File: src/strict_priority_multi_fifo_macros.svh
// ---------------------------------------------------------------------------
// strict priority multi fifo assertion macros
// shared concurrent assertion shorthands, clocked on clk_i, reset on rst_ni
// ---------------------------------------------------------------------------
`ifndef STRICT_PRIORITY_MULTI_FIFO_MACROS_SVH
`define STRICT_PRIORITY_MULTI_FIFO_MACROS_SVH

// same-cycle implication
`define SPMF_ASSERT_NOW(label, ante, cons, msg) \
  label: assert property (@(posedge clk_i) disable iff (!rst_ni) (ante) |-> (cons)) \
    else $error(msg);

// next-cycle implication
`define SPMF_ASSERT_NEXT(label, ante, cons, msg) \
  label: assert property (@(posedge clk_i) disable iff (!rst_ni) (ante) |=> (cons)) \
    else $error(msg);

`endif

File: src/spmf_pkg.sv
// ---------------------------------------------------------------------------
// spmf_pkg
// shared types and constants of the strict priority multi fifo
// ---------------------------------------------------------------------------
package spmf_pkg;

  localparam int unsigned LEVEL_W  = 2;
  localparam int unsigned OUT_TAG_W = 32;
  localparam int unsigned COUNT_W  = 7;

  typedef enum logic [1:0] {
    STAT_ENQ   = 2'd0,
    STAT_DEQ   = 2'd1,
    STAT_EMPTY = 2'd2,
    STAT_DROP  = 2'd3
  } status_e;

  typedef struct packed {
    logic               is_deq;
    logic               lvl_ok;
    logic [LEVEL_W-1:0] level;
  } cmd_t;

endpackage

File: src/spmf_front.sv
// ---------------------------------------------------------------------------
// spmf_front
// accepts items, classifies them and holds them in a two-entry command queue
// ---------------------------------------------------------------------------
module spmf_front #(
  parameter int unsigned LEVEL_COUNT = 4,
  parameter int unsigned TAG_BITS    = 32
) (
  input  logic                            clk_i,
  input  logic                            rst_ni,
  input  logic                            push,
  output logic                            full,
  input  logic                            action_i,
  input  logic [spmf_pkg::LEVEL_W-1:0]    level_i,
  input  logic [spmf_pkg::OUT_TAG_W-1:0]  tag_i,
  output logic                            cmd_valid_o,
  input  logic                            cmd_pop_i,
  output spmf_pkg::cmd_t                  cmd_o,
  output logic [TAG_BITS-1:0]             cmd_tag_o
);
  import spmf_pkg::*;

  cmd_t                cmd_q [2];
  logic [TAG_BITS-1:0] tag_q [2];
  logic                wr_ptr_q, rd_ptr_q;
  logic [1:0]          cnt_q;
  logic                wr_en, rd_en;
  cmd_t                cmd_in;
  logic [63:0]         tag_wide;

  assign full        = (cnt_q == 2'd2);
  assign cmd_valid_o = (cnt_q != 2'd0);
  assign wr_en       = push && !full;
  assign rd_en       = cmd_pop_i && cmd_valid_o;
  assign cmd_o       = cmd_q[rd_ptr_q];
  assign cmd_tag_o   = tag_q[rd_ptr_q];

  // classify
  assign tag_wide      = 64'(tag_i);
  assign cmd_in.is_deq = action_i;
  assign cmd_in.lvl_ok = ({2'b00, level_i} < 4'(LEVEL_COUNT));
  assign cmd_in.level  = level_i;

  always_ff @(posedge clk_i or negedge rst_ni) begin
    if (!rst_ni) begin
      wr_ptr_q <= 1'b0;
      rd_ptr_q <= 1'b0;
      cnt_q    <= 2'd0;
    end else begin
      if (wr_en) begin
        wr_ptr_q <= !wr_ptr_q;
      end
      if (rd_en) begin
        rd_ptr_q <= !rd_ptr_q;
      end
      if (wr_en && !rd_en) begin
        cnt_q <= cnt_q + 2'd1;
      end else if (rd_en && !wr_en) begin
        cnt_q <= cnt_q - 2'd1;
      end
    end
  end

  always_ff @(posedge clk_i) begin
    if (wr_en) begin
      cmd_q[wr_ptr_q] <= cmd_in;
      tag_q[wr_ptr_q] <= tag_wide[TAG_BITS-1:0];
    end
  end

endmodule

File: src/spmf_back.sv
// ---------------------------------------------------------------------------
// spmf_back
// per-level ring buffers in one tag memory, priority pick and result register
// ---------------------------------------------------------------------------
module spmf_back #(
  parameter int unsigned LEVEL_COUNT     = 4,
  parameter int unsigned SLOTS_PER_LEVEL = 16,
  parameter int unsigned TAG_BITS        = 32
) (
  input  logic                            clk_i,
  input  logic                            rst_ni,
  input  logic                            cmd_valid_i,
  output logic                            cmd_pop_o,
  input  spmf_pkg::cmd_t                  cmd_i,
  input  logic [TAG_BITS-1:0]             cmd_tag_i,
  output logic                            res_valid_o,
  input  logic                            res_pop_i,
  output spmf_pkg::status_e               res_status_o,
  output logic [spmf_pkg::OUT_TAG_W-1:0]  res_tag_o,
  output logic [spmf_pkg::LEVEL_W-1:0]    res_level_o,
  output logic [spmf_pkg::COUNT_W-1:0]    res_total_o
);
  import spmf_pkg::*;

  localparam int unsigned DEPTH     = LEVEL_COUNT * SLOTS_PER_LEVEL;
  localparam int unsigned ADDR_W    = $clog2(DEPTH);
  localparam int unsigned LVL_IDX_W = (LEVEL_COUNT > 1) ? $clog2(LEVEL_COUNT) : 1;
  localparam int unsigned SLOT_W    = $clog2(SLOTS_PER_LEVEL);
  localparam int unsigned FILL_W    = $clog2(SLOTS_PER_LEVEL + 1);
  localparam int unsigned TOTAL_W   = $clog2(DEPTH + 1);

  typedef enum logic [1:0] {
    BK_IDLE = 2'b01,
    BK_READ = 2'b10
  } back_state_e;

  back_state_e          state_q, state_d;
  logic [FILL_W-1:0]    fill_q [LEVEL_COUNT];
  logic [FILL_W-1:0]    fill_d [LEVEL_COUNT];
  logic [SLOT_W-1:0]    head_q [LEVEL_COUNT];
  logic [SLOT_W-1:0]    head_d [LEVEL_COUNT];
  logic [TOTAL_W-1:0]   total_q, total_d;
  logic [LVL_IDX_W-1:0] pend_lvl_q, pend_lvl_d;

  logic                 res_valid_q, res_valid_d;
  status_e              res_status_q, res_status_d;
  logic [OUT_TAG_W-1:0] res_tag_q, res_tag_d;
  logic [LEVEL_W-1:0]   res_level_q, res_level_d;
  logic [COUNT_W-1:0]   res_total_q, res_total_d;

  logic [TAG_BITS-1:0]  mem [DEPTH];
  logic [TAG_BITS-1:0]  rd_data_q;
  logic                 mem_we, mem_re;
  logic [ADDR_W-1:0]    mem_addr;

  logic                 go;
  logic                 any_busy;
  logic [LVL_IDX_W-1:0] pick;
  logic [LVL_IDX_W-1:0] sel_lvl;
  logic [FILL_W-1:0]    sel_fill;
  logic [SLOT_W-1:0]    sel_head;
  logic                 sel_full;
  logic [SLOT_W:0]      tail_sum;
  logic [SLOT_W-1:0]    slot;
  logic [SLOT_W-1:0]    head_next;
  logic [63:0]          rd_wide;
  logic [15:0]          total_wide;

  // lowest busy level wins
  always_comb begin
    any_busy = 1'b0;
    pick     = '0;
    for (int i = LEVEL_COUNT - 1; i >= 0; i--) begin
      if (fill_q[i] != '0) begin
        any_busy = 1'b1;
        pick     = LVL_IDX_W'(i);
      end
    end
  end

  assign sel_lvl  = cmd_i.is_deq ? pick : LVL_IDX_W'(cmd_i.level);
  assign sel_fill = fill_q[sel_lvl];
  assign sel_head = head_q[sel_lvl];
  assign sel_full = (sel_fill == FILL_W'(SLOTS_PER_LEVEL));

  // tail slot, head plus fill wrapped once
  assign tail_sum  = {1'b0, sel_head} + (SLOT_W + 1)'(sel_fill);
  assign head_next = (sel_head == SLOT_W'(SLOTS_PER_LEVEL - 1)) ? '0 : sel_head + 1'b1;

  always_comb begin
    if (cmd_i.is_deq) begin
      slot = sel_head;
    end else if (tail_sum >= (SLOT_W + 1)'(SLOTS_PER_LEVEL)) begin
      slot = SLOT_W'(tail_sum - (SLOT_W + 1)'(SLOTS_PER_LEVEL));
    end else begin
      slot = tail_sum[SLOT_W-1:0];
    end
  end

  assign mem_addr = ADDR_W'(sel_lvl) * ADDR_W'(SLOTS_PER_LEVEL) + ADDR_W'(slot);
  assign go       = (state_q == BK_IDLE) && cmd_valid_i && (!res_valid_q || res_pop_i);
  assign cmd_pop_o = go;
  assign rd_wide  = 64'(rd_data_q);

  always_comb begin
    state_d      = state_q;
    fill_d       = fill_q;
    head_d       = head_q;
    total_d      = total_q;
    pend_lvl_d   = pend_lvl_q;
    res_valid_d  = res_valid_q && !res_pop_i;
    res_status_d = res_status_q;
    res_tag_d    = res_tag_q;
    res_level_d  = res_level_q;
    res_total_d  = res_total_q;
    mem_we       = 1'b0;
    mem_re       = 1'b0;
    total_wide   = 16'(total_q);

    case (state_q)
      BK_IDLE: begin
        if (go) begin
          res_tag_d   = '0;
          res_level_d = '0;
          if (!cmd_i.is_deq) begin
            res_valid_d = 1'b1;
            if (!cmd_i.lvl_ok || sel_full) begin
              res_status_d = STAT_DROP;
            end else begin
              mem_we          = 1'b1;
              fill_d[sel_lvl] = sel_fill + 1'b1;
              total_d         = total_q + 1'b1;
              res_status_d    = STAT_ENQ;
            end
          end else if (!any_busy) begin
            res_valid_d  = 1'b1;
            res_status_d = STAT_EMPTY;
          end else begin
            mem_re          = 1'b1;
            head_d[sel_lvl] = head_next;
            fill_d[sel_lvl] = sel_fill - 1'b1;
            total_d         = total_q - 1'b1;
            pend_lvl_d      = sel_lvl;
            state_d         = BK_READ;
          end
          total_wide  = 16'(total_d);
          res_total_d = total_wide[COUNT_W-1:0];
        end
      end
      BK_READ: begin
        res_valid_d  = 1'b1;
        res_status_d = STAT_DEQ;
        res_tag_d    = rd_wide[OUT_TAG_W-1:0];
        res_level_d  = LEVEL_W'(pend_lvl_q);
        res_total_d  = total_wide[COUNT_W-1:0];
        state_d      = BK_IDLE;
      end
      default: begin
        state_d = BK_IDLE;
      end
    endcase
  end

  always_ff @(posedge clk_i or negedge rst_ni) begin
    if (!rst_ni) begin
      state_q     <= BK_IDLE;
      fill_q      <= '{default: '0};
      head_q      <= '{default: '0};
      total_q     <= '0;
      res_valid_q <= 1'b0;
    end else begin
      state_q     <= state_d;
      fill_q      <= fill_d;
      head_q      <= head_d;
      total_q     <= total_d;
      res_valid_q <= res_valid_d;
    end
  end

  always_ff @(posedge clk_i) begin
    pend_lvl_q   <= pend_lvl_d;
    res_status_q <= res_status_d;
    res_tag_q    <= res_tag_d;
    res_level_q  <= res_level_d;
    res_total_q  <= res_total_d;
  end

  // tag memory, registered read
  always_ff @(posedge clk_i) begin
    if (mem_we) begin
      mem[mem_addr] <= cmd_tag_i;
    end
    if (mem_re) begin
      rd_data_q <= mem[mem_addr];
    end
  end

  assign res_valid_o  = res_valid_q;
  assign res_status_o = res_status_q;
  assign res_tag_o    = res_tag_q;
  assign res_level_o  = res_level_q;
  assign res_total_o  = res_total_q;

endmodule

File: src/strict_priority_multi_fifo.sv
// ---------------------------------------------------------------------------
// strict_priority_multi_fifo
// strict priority queue of LEVEL_COUNT fifo levels, level 0 most urgent
// ---------------------------------------------------------------------------
// channel   direction  handshake          payload
// item      in         push / full        action_i, level_i, tag_i
// result    out        empty / pop        status_o, out_tag_o, served_level_o,
//                                         total_count_o
//
// an item passes a two-entry command queue, then the back end: an enqueue, a
// drop or an empty report goes straight to the result register, a served
// dequeue passes the BK_READ state first, for the registered tag memory read.
// the back end starts an item only once the result register is free or being
// popped; the command queue keeps taking items meanwhile.
// no clearing pass after reset; level fill counts guard every memory read.
// ---------------------------------------------------------------------------
`include "strict_priority_multi_fifo_macros.svh"

module strict_priority_multi_fifo #(
  parameter int unsigned LEVEL_COUNT     = 4,
  parameter int unsigned SLOTS_PER_LEVEL = 16,
  parameter int unsigned TAG_BITS        = 32
) (
  input  logic                            clk_i,
  input  logic                            rst_ni,
  input  logic                            push,
  output logic                            full,
  input  logic                            action_i,
  input  logic [spmf_pkg::LEVEL_W-1:0]    level_i,
  input  logic [spmf_pkg::OUT_TAG_W-1:0]  tag_i,
  output logic                            empty,
  input  logic                            pop,
  output logic [1:0]                      status_o,
  output logic [spmf_pkg::OUT_TAG_W-1:0]  out_tag_o,
  output logic [spmf_pkg::LEVEL_W-1:0]    served_level_o,
  output logic [spmf_pkg::COUNT_W-1:0]    total_count_o
);
  import spmf_pkg::*;

  logic                cmd_valid;
  logic                cmd_pop;
  cmd_t                cmd;
  logic [TAG_BITS-1:0] cmd_tag;
  logic                res_valid;
  status_e             res_status;

  spmf_front #(
    .LEVEL_COUNT (LEVEL_COUNT),
    .TAG_BITS    (TAG_BITS)
  ) u_front (
    .clk_i       (clk_i),
    .rst_ni      (rst_ni),
    .push        (push),
    .full        (full),
    .action_i    (action_i),
    .level_i     (level_i),
    .tag_i       (tag_i),
    .cmd_valid_o (cmd_valid),
    .cmd_pop_i   (cmd_pop),
    .cmd_o       (cmd),
    .cmd_tag_o   (cmd_tag)
  );

  spmf_back #(
    .LEVEL_COUNT     (LEVEL_COUNT),
    .SLOTS_PER_LEVEL (SLOTS_PER_LEVEL),
    .TAG_BITS        (TAG_BITS)
  ) u_back (
    .clk_i        (clk_i),
    .rst_ni       (rst_ni),
    .cmd_valid_i  (cmd_valid),
    .cmd_pop_o    (cmd_pop),
    .cmd_i        (cmd),
    .cmd_tag_i    (cmd_tag),
    .res_valid_o  (res_valid),
    .res_pop_i    (pop && !empty),
    .res_status_o (res_status),
    .res_tag_o    (out_tag_o),
    .res_level_o  (served_level_o),
    .res_total_o  (total_count_o)
  );

  assign empty    = !res_valid;
  assign status_o = res_status;

  `SPMF_ASSERT_NOW(a_take_needs_slot, cmd_pop, empty || pop, "back end took an item with the result slot occupied")
  `SPMF_ASSERT_NOW(a_zero_fields, !empty && (status_o != STAT_DEQ), (out_tag_o == '0) && (served_level_o == '0), "non-dequeue result carries tag or level")
  `SPMF_ASSERT_NOW(a_empty_count, !empty && (status_o == STAT_EMPTY), total_count_o == '0, "empty report with entries held")
  `SPMF_ASSERT_NEXT(a_take_consumes, cmd_pop && !(push && !full) && $past(full), !full, "command queue stayed full after a take")

endmodule

File: config.mk
export PLATFORM = sky130hd
export DESIGN_NAME = strict_priority_multi_fifo
export DESIGN_NICKNAME = d
export VERILOG_FILES = /design/src/spmf_pkg.sv /design/src/spmf_front.sv /design/src/spmf_back.sv /design/src/strict_priority_multi_fifo.sv
export VERILOG_INCLUDE_DIRS = /design/src /design/src/src
export SDC_FILE = /design/constraint.sdc
export NUM_CORES = 2
export LEC_CHECK = 0
export ABC_AREA = 0
export BUFFER_PORTS_ARGS = -buffer_cell sky130_fd_sc_hd__buf_2
export CAP_MARGIN = 20
export CORE_ASPECT_RATIO = 1.25
export CORE_MARGIN = 2
export CORE_UTILIZATION = 49
export CTS_BUF_LIST = sky130_fd_sc_hd__clkbuf_8
export CTS_CLUSTER_DIAMETER = 40
export DETAILED_ROUTE_END_ITERATION = 8
export GPL_ROUTABILITY_DRIVEN = 0
export HOLD_SLACK_MARGIN = 0.12
export SLEW_MARGIN = 20
export SYNTH_ARGS = -nofsm -noshare
export SYNTH_HDL_FRONTEND = slang
export SYNTH_HIERARCHICAL = 1
export SYNTH_SLANG_ARGS = --single-unit
File: constraint.sdc
create_clock -name clk_i -period 18.57 [get_ports clk_i]
set_input_delay 0.9285 -clock clk_i [delete_from_list [all_inputs] [get_ports clk_i]]
set_output_delay 0.9285 -clock clk_i [all_outputs]
set_load 0.01 [all_outputs]
==> parameters.txt <==
Parameter                              Value

Yosys
  Fraction of synthesized cell area in xor and xnor cells    0.231%
  Mapped Avg Cell Area    16.4 µm²
  Dominant register cell in the synthesized netlist    edfxtp_1
  Register bit total from synthesis    2245
  Top cells by instance count after synthesis    edfxtp_1 (2195), nand2_1 (700), mux2i_1 (661)
  Net Count, Synth    5597
  Top cell type by total area after synthesis    edfxtp_1
  Count of yosys warnings during synthesis    6
  Leading cell type by number of instances after synthesis    edfxtp_1
  Area share of the largest cell type after synthesis    72.5%
  Share of synthesized area spent on multiplexers    9.93%
  Fraction of the yosys area taken by sequential cells    73.9%
  Main combinational cell family by area after synthesis    multiplexers
  Post-Syn Area    0.0909 mm²
  Ys async rst share    2.23%
  Count of distinct cell types in the synthesized netlist    90
  Synthesized-area fraction occupied by ao, oa, aoi and oai cells    7.42%
  Number of instances in the synthesized netlist    5547
  Top area cells in the synthesized netlist    edfxtp_1 (73%), mux2i_1 (7.3%), nand2_1 (2.9%)
  Adder-cell share of the synthesized area    0.160%
  Simple-gate share of the synthesized area    6.01%
  Number of flops mapped to enable cells by yosys    2195

Drt
  Total number of vias    52700
  Per-cell routed wire length    30.7 µm
  Detailed router's first-iteration violation count    5063
  Drt first pass iters    7
  Routed Antenna Nets    1
  Via-to-Cell Ratio    6.24
  Number of remaining DRC errors    0
  Routed wire length    260000 µm

Critical path
  R2R Setup Slk    10.27 ns
  Max incr delay on CP    0.79 ns
  Crit. End Element    flip-flop
  Cell type group with the largest total delay on the critical path    compound AO/OA/AOI/OAI gates
  Reg-to-Reg End    u_back/rd_data_q[25]$_DFFE_PP_
  Number of buffers and inverters on the critical path    3
  Series of cell instances along the critical path    mux2_4, or3b_2, nor4_1, o21ai_0, a21o_1, o221a_2, ha_1, fa_1, xnor2_1, nor2_4, buf_12, buf_4, buf_4, nor3b_1, a211oi_1, a311oi_1, o2111ai_1, o2111ai_1, a211o_1
  CP startpoint kind    flip-flop
  Total stage count of the critical path    19
  Arrival time at the worst endpoint    9.12 ns
  Launch point of the worst path    u_front/rd_ptr_q$_DFFE_PN0P_
  Required time reported for the critical path endpoint    19.39 ns
  CP Max Fanout    78
  Beginning of the worst register-to-register path    u_front/rd_ptr_q$_DFFE_PN0P_
  Standard cell with the maximum stage delay on the critical path    o2111ai_1
  Reg2reg path depth    19
  Critical Path End    u_back/rd_data_q[25]$_DFFE_PP_
  Worst setup path class    reg2reg

Timing
  Final period utilization    44.7%
  Slew at the pin closest to its max-slew limit    1.22 ns
  Final number of max-transition violations    0
  Highest attainable clock frequency    0.120 GHz
  Final hold violation count    0
  Unrepaired setup endpoints after global routing    no
  TNS Setup    0 ns
  Final Setup Violations    0
  Minimum clock period after layout    8.30 ns
  Normalized max-slew margin    18.2%
  Worst setup skew after layout    0.0675 ns

GRT
  Most Used Layer, Global Route    met2
  Pin count of the biggest net entering global routing    147
  Met2 track demand over resource in global routing    45.5%
  Congestion Overflow GR    0
  Total global routing track utilization    27.2%
  Fraction of met3 tracks used by global routing    5.03%
  Initial antenna violation count    11
  Number of global-route vias before repair    52400
  First-pass GRT wire length    370000 µm
  Met1 Use GR    34.1%

Clocking
  Number of buffers inserted during clock tree synthesis    371
  Clock transition time at the flip-flop clock pins of the worst setup and hold paths    0.07 ns
  Clock latency reported for the late side of the worst-skew pair    1.08 ns
  Number of clock sinks    2245
  Cell at the root of the clock tree    clkbuf_8
  Number of buffers added for setup after CTS    0
  Number of H-tree levels    5
  TritonCTS clock tree    yes
  Worst-case clock buffer depth    4

Final layout
  Core Util, Final    54.8%
  Fraction of final layout cells with drive strength greater than 1    15.1%
  Seq. cell area    0.0672 mm²
  Area of the multi-input gates    0.0222 mm²
  Post-layout nets    5844
  Area growth, synth to finish    11.1%
  Number of inserted filler cells in the final layout    14600
  Final Instance Area    0.101 mm²

Floorplanning
  Die Footprint    0.189 mm²
  Total number of placement rows    176
  Height of the die    485 µm
  Horizontal die dimension    389 µm
  Top-Level Pins    84
  Effective utilization at floorplan    49.4%
  Placeable core region    0.184 mm²

Run status
  Violated checks    antenna violations
  Status    complete, but fails checks

Placement
  Estimated wirelength of the detail-placed design    137000 µm
  Placed Area    0.0941 mm²
  Count of port buffers added during placement    83

Hold path
  WHS Path Cells    3
  Hold/Removal Path Class    in2reg

Job
  Max-cap violations    0
==> registers in the layout, indices dropped and copies added, names as in the netlist, 2 cells and up, named ones only <==
| signal | flops |
|---|---|
| u_front/cmd_q | 6 |
| u_back/res_level_o | 2 |
| u_back/state_q | 2 |
| u_front/tag_q | 64 |
| u_back/mem | 2048 |
| u_back/res_status_o | 2 |
| u_back/pend_lvl_q | 2 |
| u_back/head_q | 16 |
| u_back/res_total_o | 7 |
| u_front/cnt_q | 2 |
| u_back/fill_q | 16 |
| u_back/rd_data_q | 32 |
| u_back/res_tag_o | 32 |
| u_back/total_q | 7 |
==> stage by stage <==
stage / hold WS, ns / worst slack [ns] / instances
2_1_floorplan: 0.456 / 10.49 / 5547
3_3_place_gp: 0.472 / 10.43 / 7788
3_5_place_dp: 0.479 / 10.38 / 7788
4_1_cts: 0.168 / 10.39 / 8438
5_1_grt: 0.247 / 9.95 / 8439
6_report: 0.261 / 10.27 / 8451
==> worst min path at each step <==
| stage | endpoint | slack (ns) | from |
|---|---|---|---|
| 5_1_grt | u_front/wr_ptr_q$_DFFE_PN0P_ | 0.25 | push |
| 6_report | u_front/wr_ptr_q$_DFFE_PN0P_ | 0.26 | push |
| 4_1_cts | u_front/wr_ptr_q$_DFFE_PN0P_ | 0.17 | push |
| 3_5_place_dp | u_back/total_q[6]$_DFFE_PN0P_ | 0.48 | u_back/total_q[6]$_DFFE_PN0P_ |
| 2_1_floorplan | u_front/cnt_q[1]$_DFFE_PN0P_ | 0.46 | u_front/cnt_q[1]$_DFFE_PN0P_ |
| 3_3_place_gp | u_front/cnt_q[1]$_DFFE_PN0P_ | 0.47 | u_front/cnt_q[1]$_DFFE_PN0P_ |
==> cell families after synthesis <==
| kind of cell | after synthesis |
|---|---|
| flops | 2245 |
| simple gates | 1160 |
| compound gates | 873 |
| mux | 805 |
| buf+inv | 428 |
| xor+xnor | 24 |
| fa+ha+maj | 11 |
| other cells | 1 |
==> placed cells by master (no fill, tap or decap), drive strengths merged, types with 19 or more instances in the layout <==
master       count
dlygate4sd3     36
nor2            86
a21oi          104
a32oi           40
mux2            88
nand3           71
and2            38
buf            234
mux4            56
a221oi          19
a211oi         206
nor3b          180
o21ai           54
o22ai           31
a211o           24
clkbuf         377
o211ai          44
edfxtp        2195
a311o           22
dfrtp           49
mux2i          661
a311oi         160
nand2          701
o2111ai        104
inv            153
clkinv          98
nor3            36
==> tightest hold or removal path, stage by stage <==
cell	delay, ns
buf_2	0.10
nand2_1	0.14
xnor2_1	0.08
==> metal layers <==
metal	share of wire (%)	vias to the layer above
li1	-	22500
met1	38	27400
met2	49	2193
met3	7.2	527
met4	5.2	2
met5	0.0031	-
==> what timing repair did <==
action                    4_1_cts  5_1_grt
hold endpoints to repair      119        0
gates resized for setup         0        0
hold buffers                   36        0
==> cell type report <==
type	instances	share of cell area (%)
antenna	13	0.0322
clock inverter	237	1.27
timing repair buffer	270	1.99
multi-input combinational	2874	21.9
sequential	2245	66.5
clock buffer	377	5.14
tap	2403	2.98
inverter	32	0.119
Power is not shown: default switching activity piles up to over one toggle a cycle in this logic, so the estimate is an artifact.
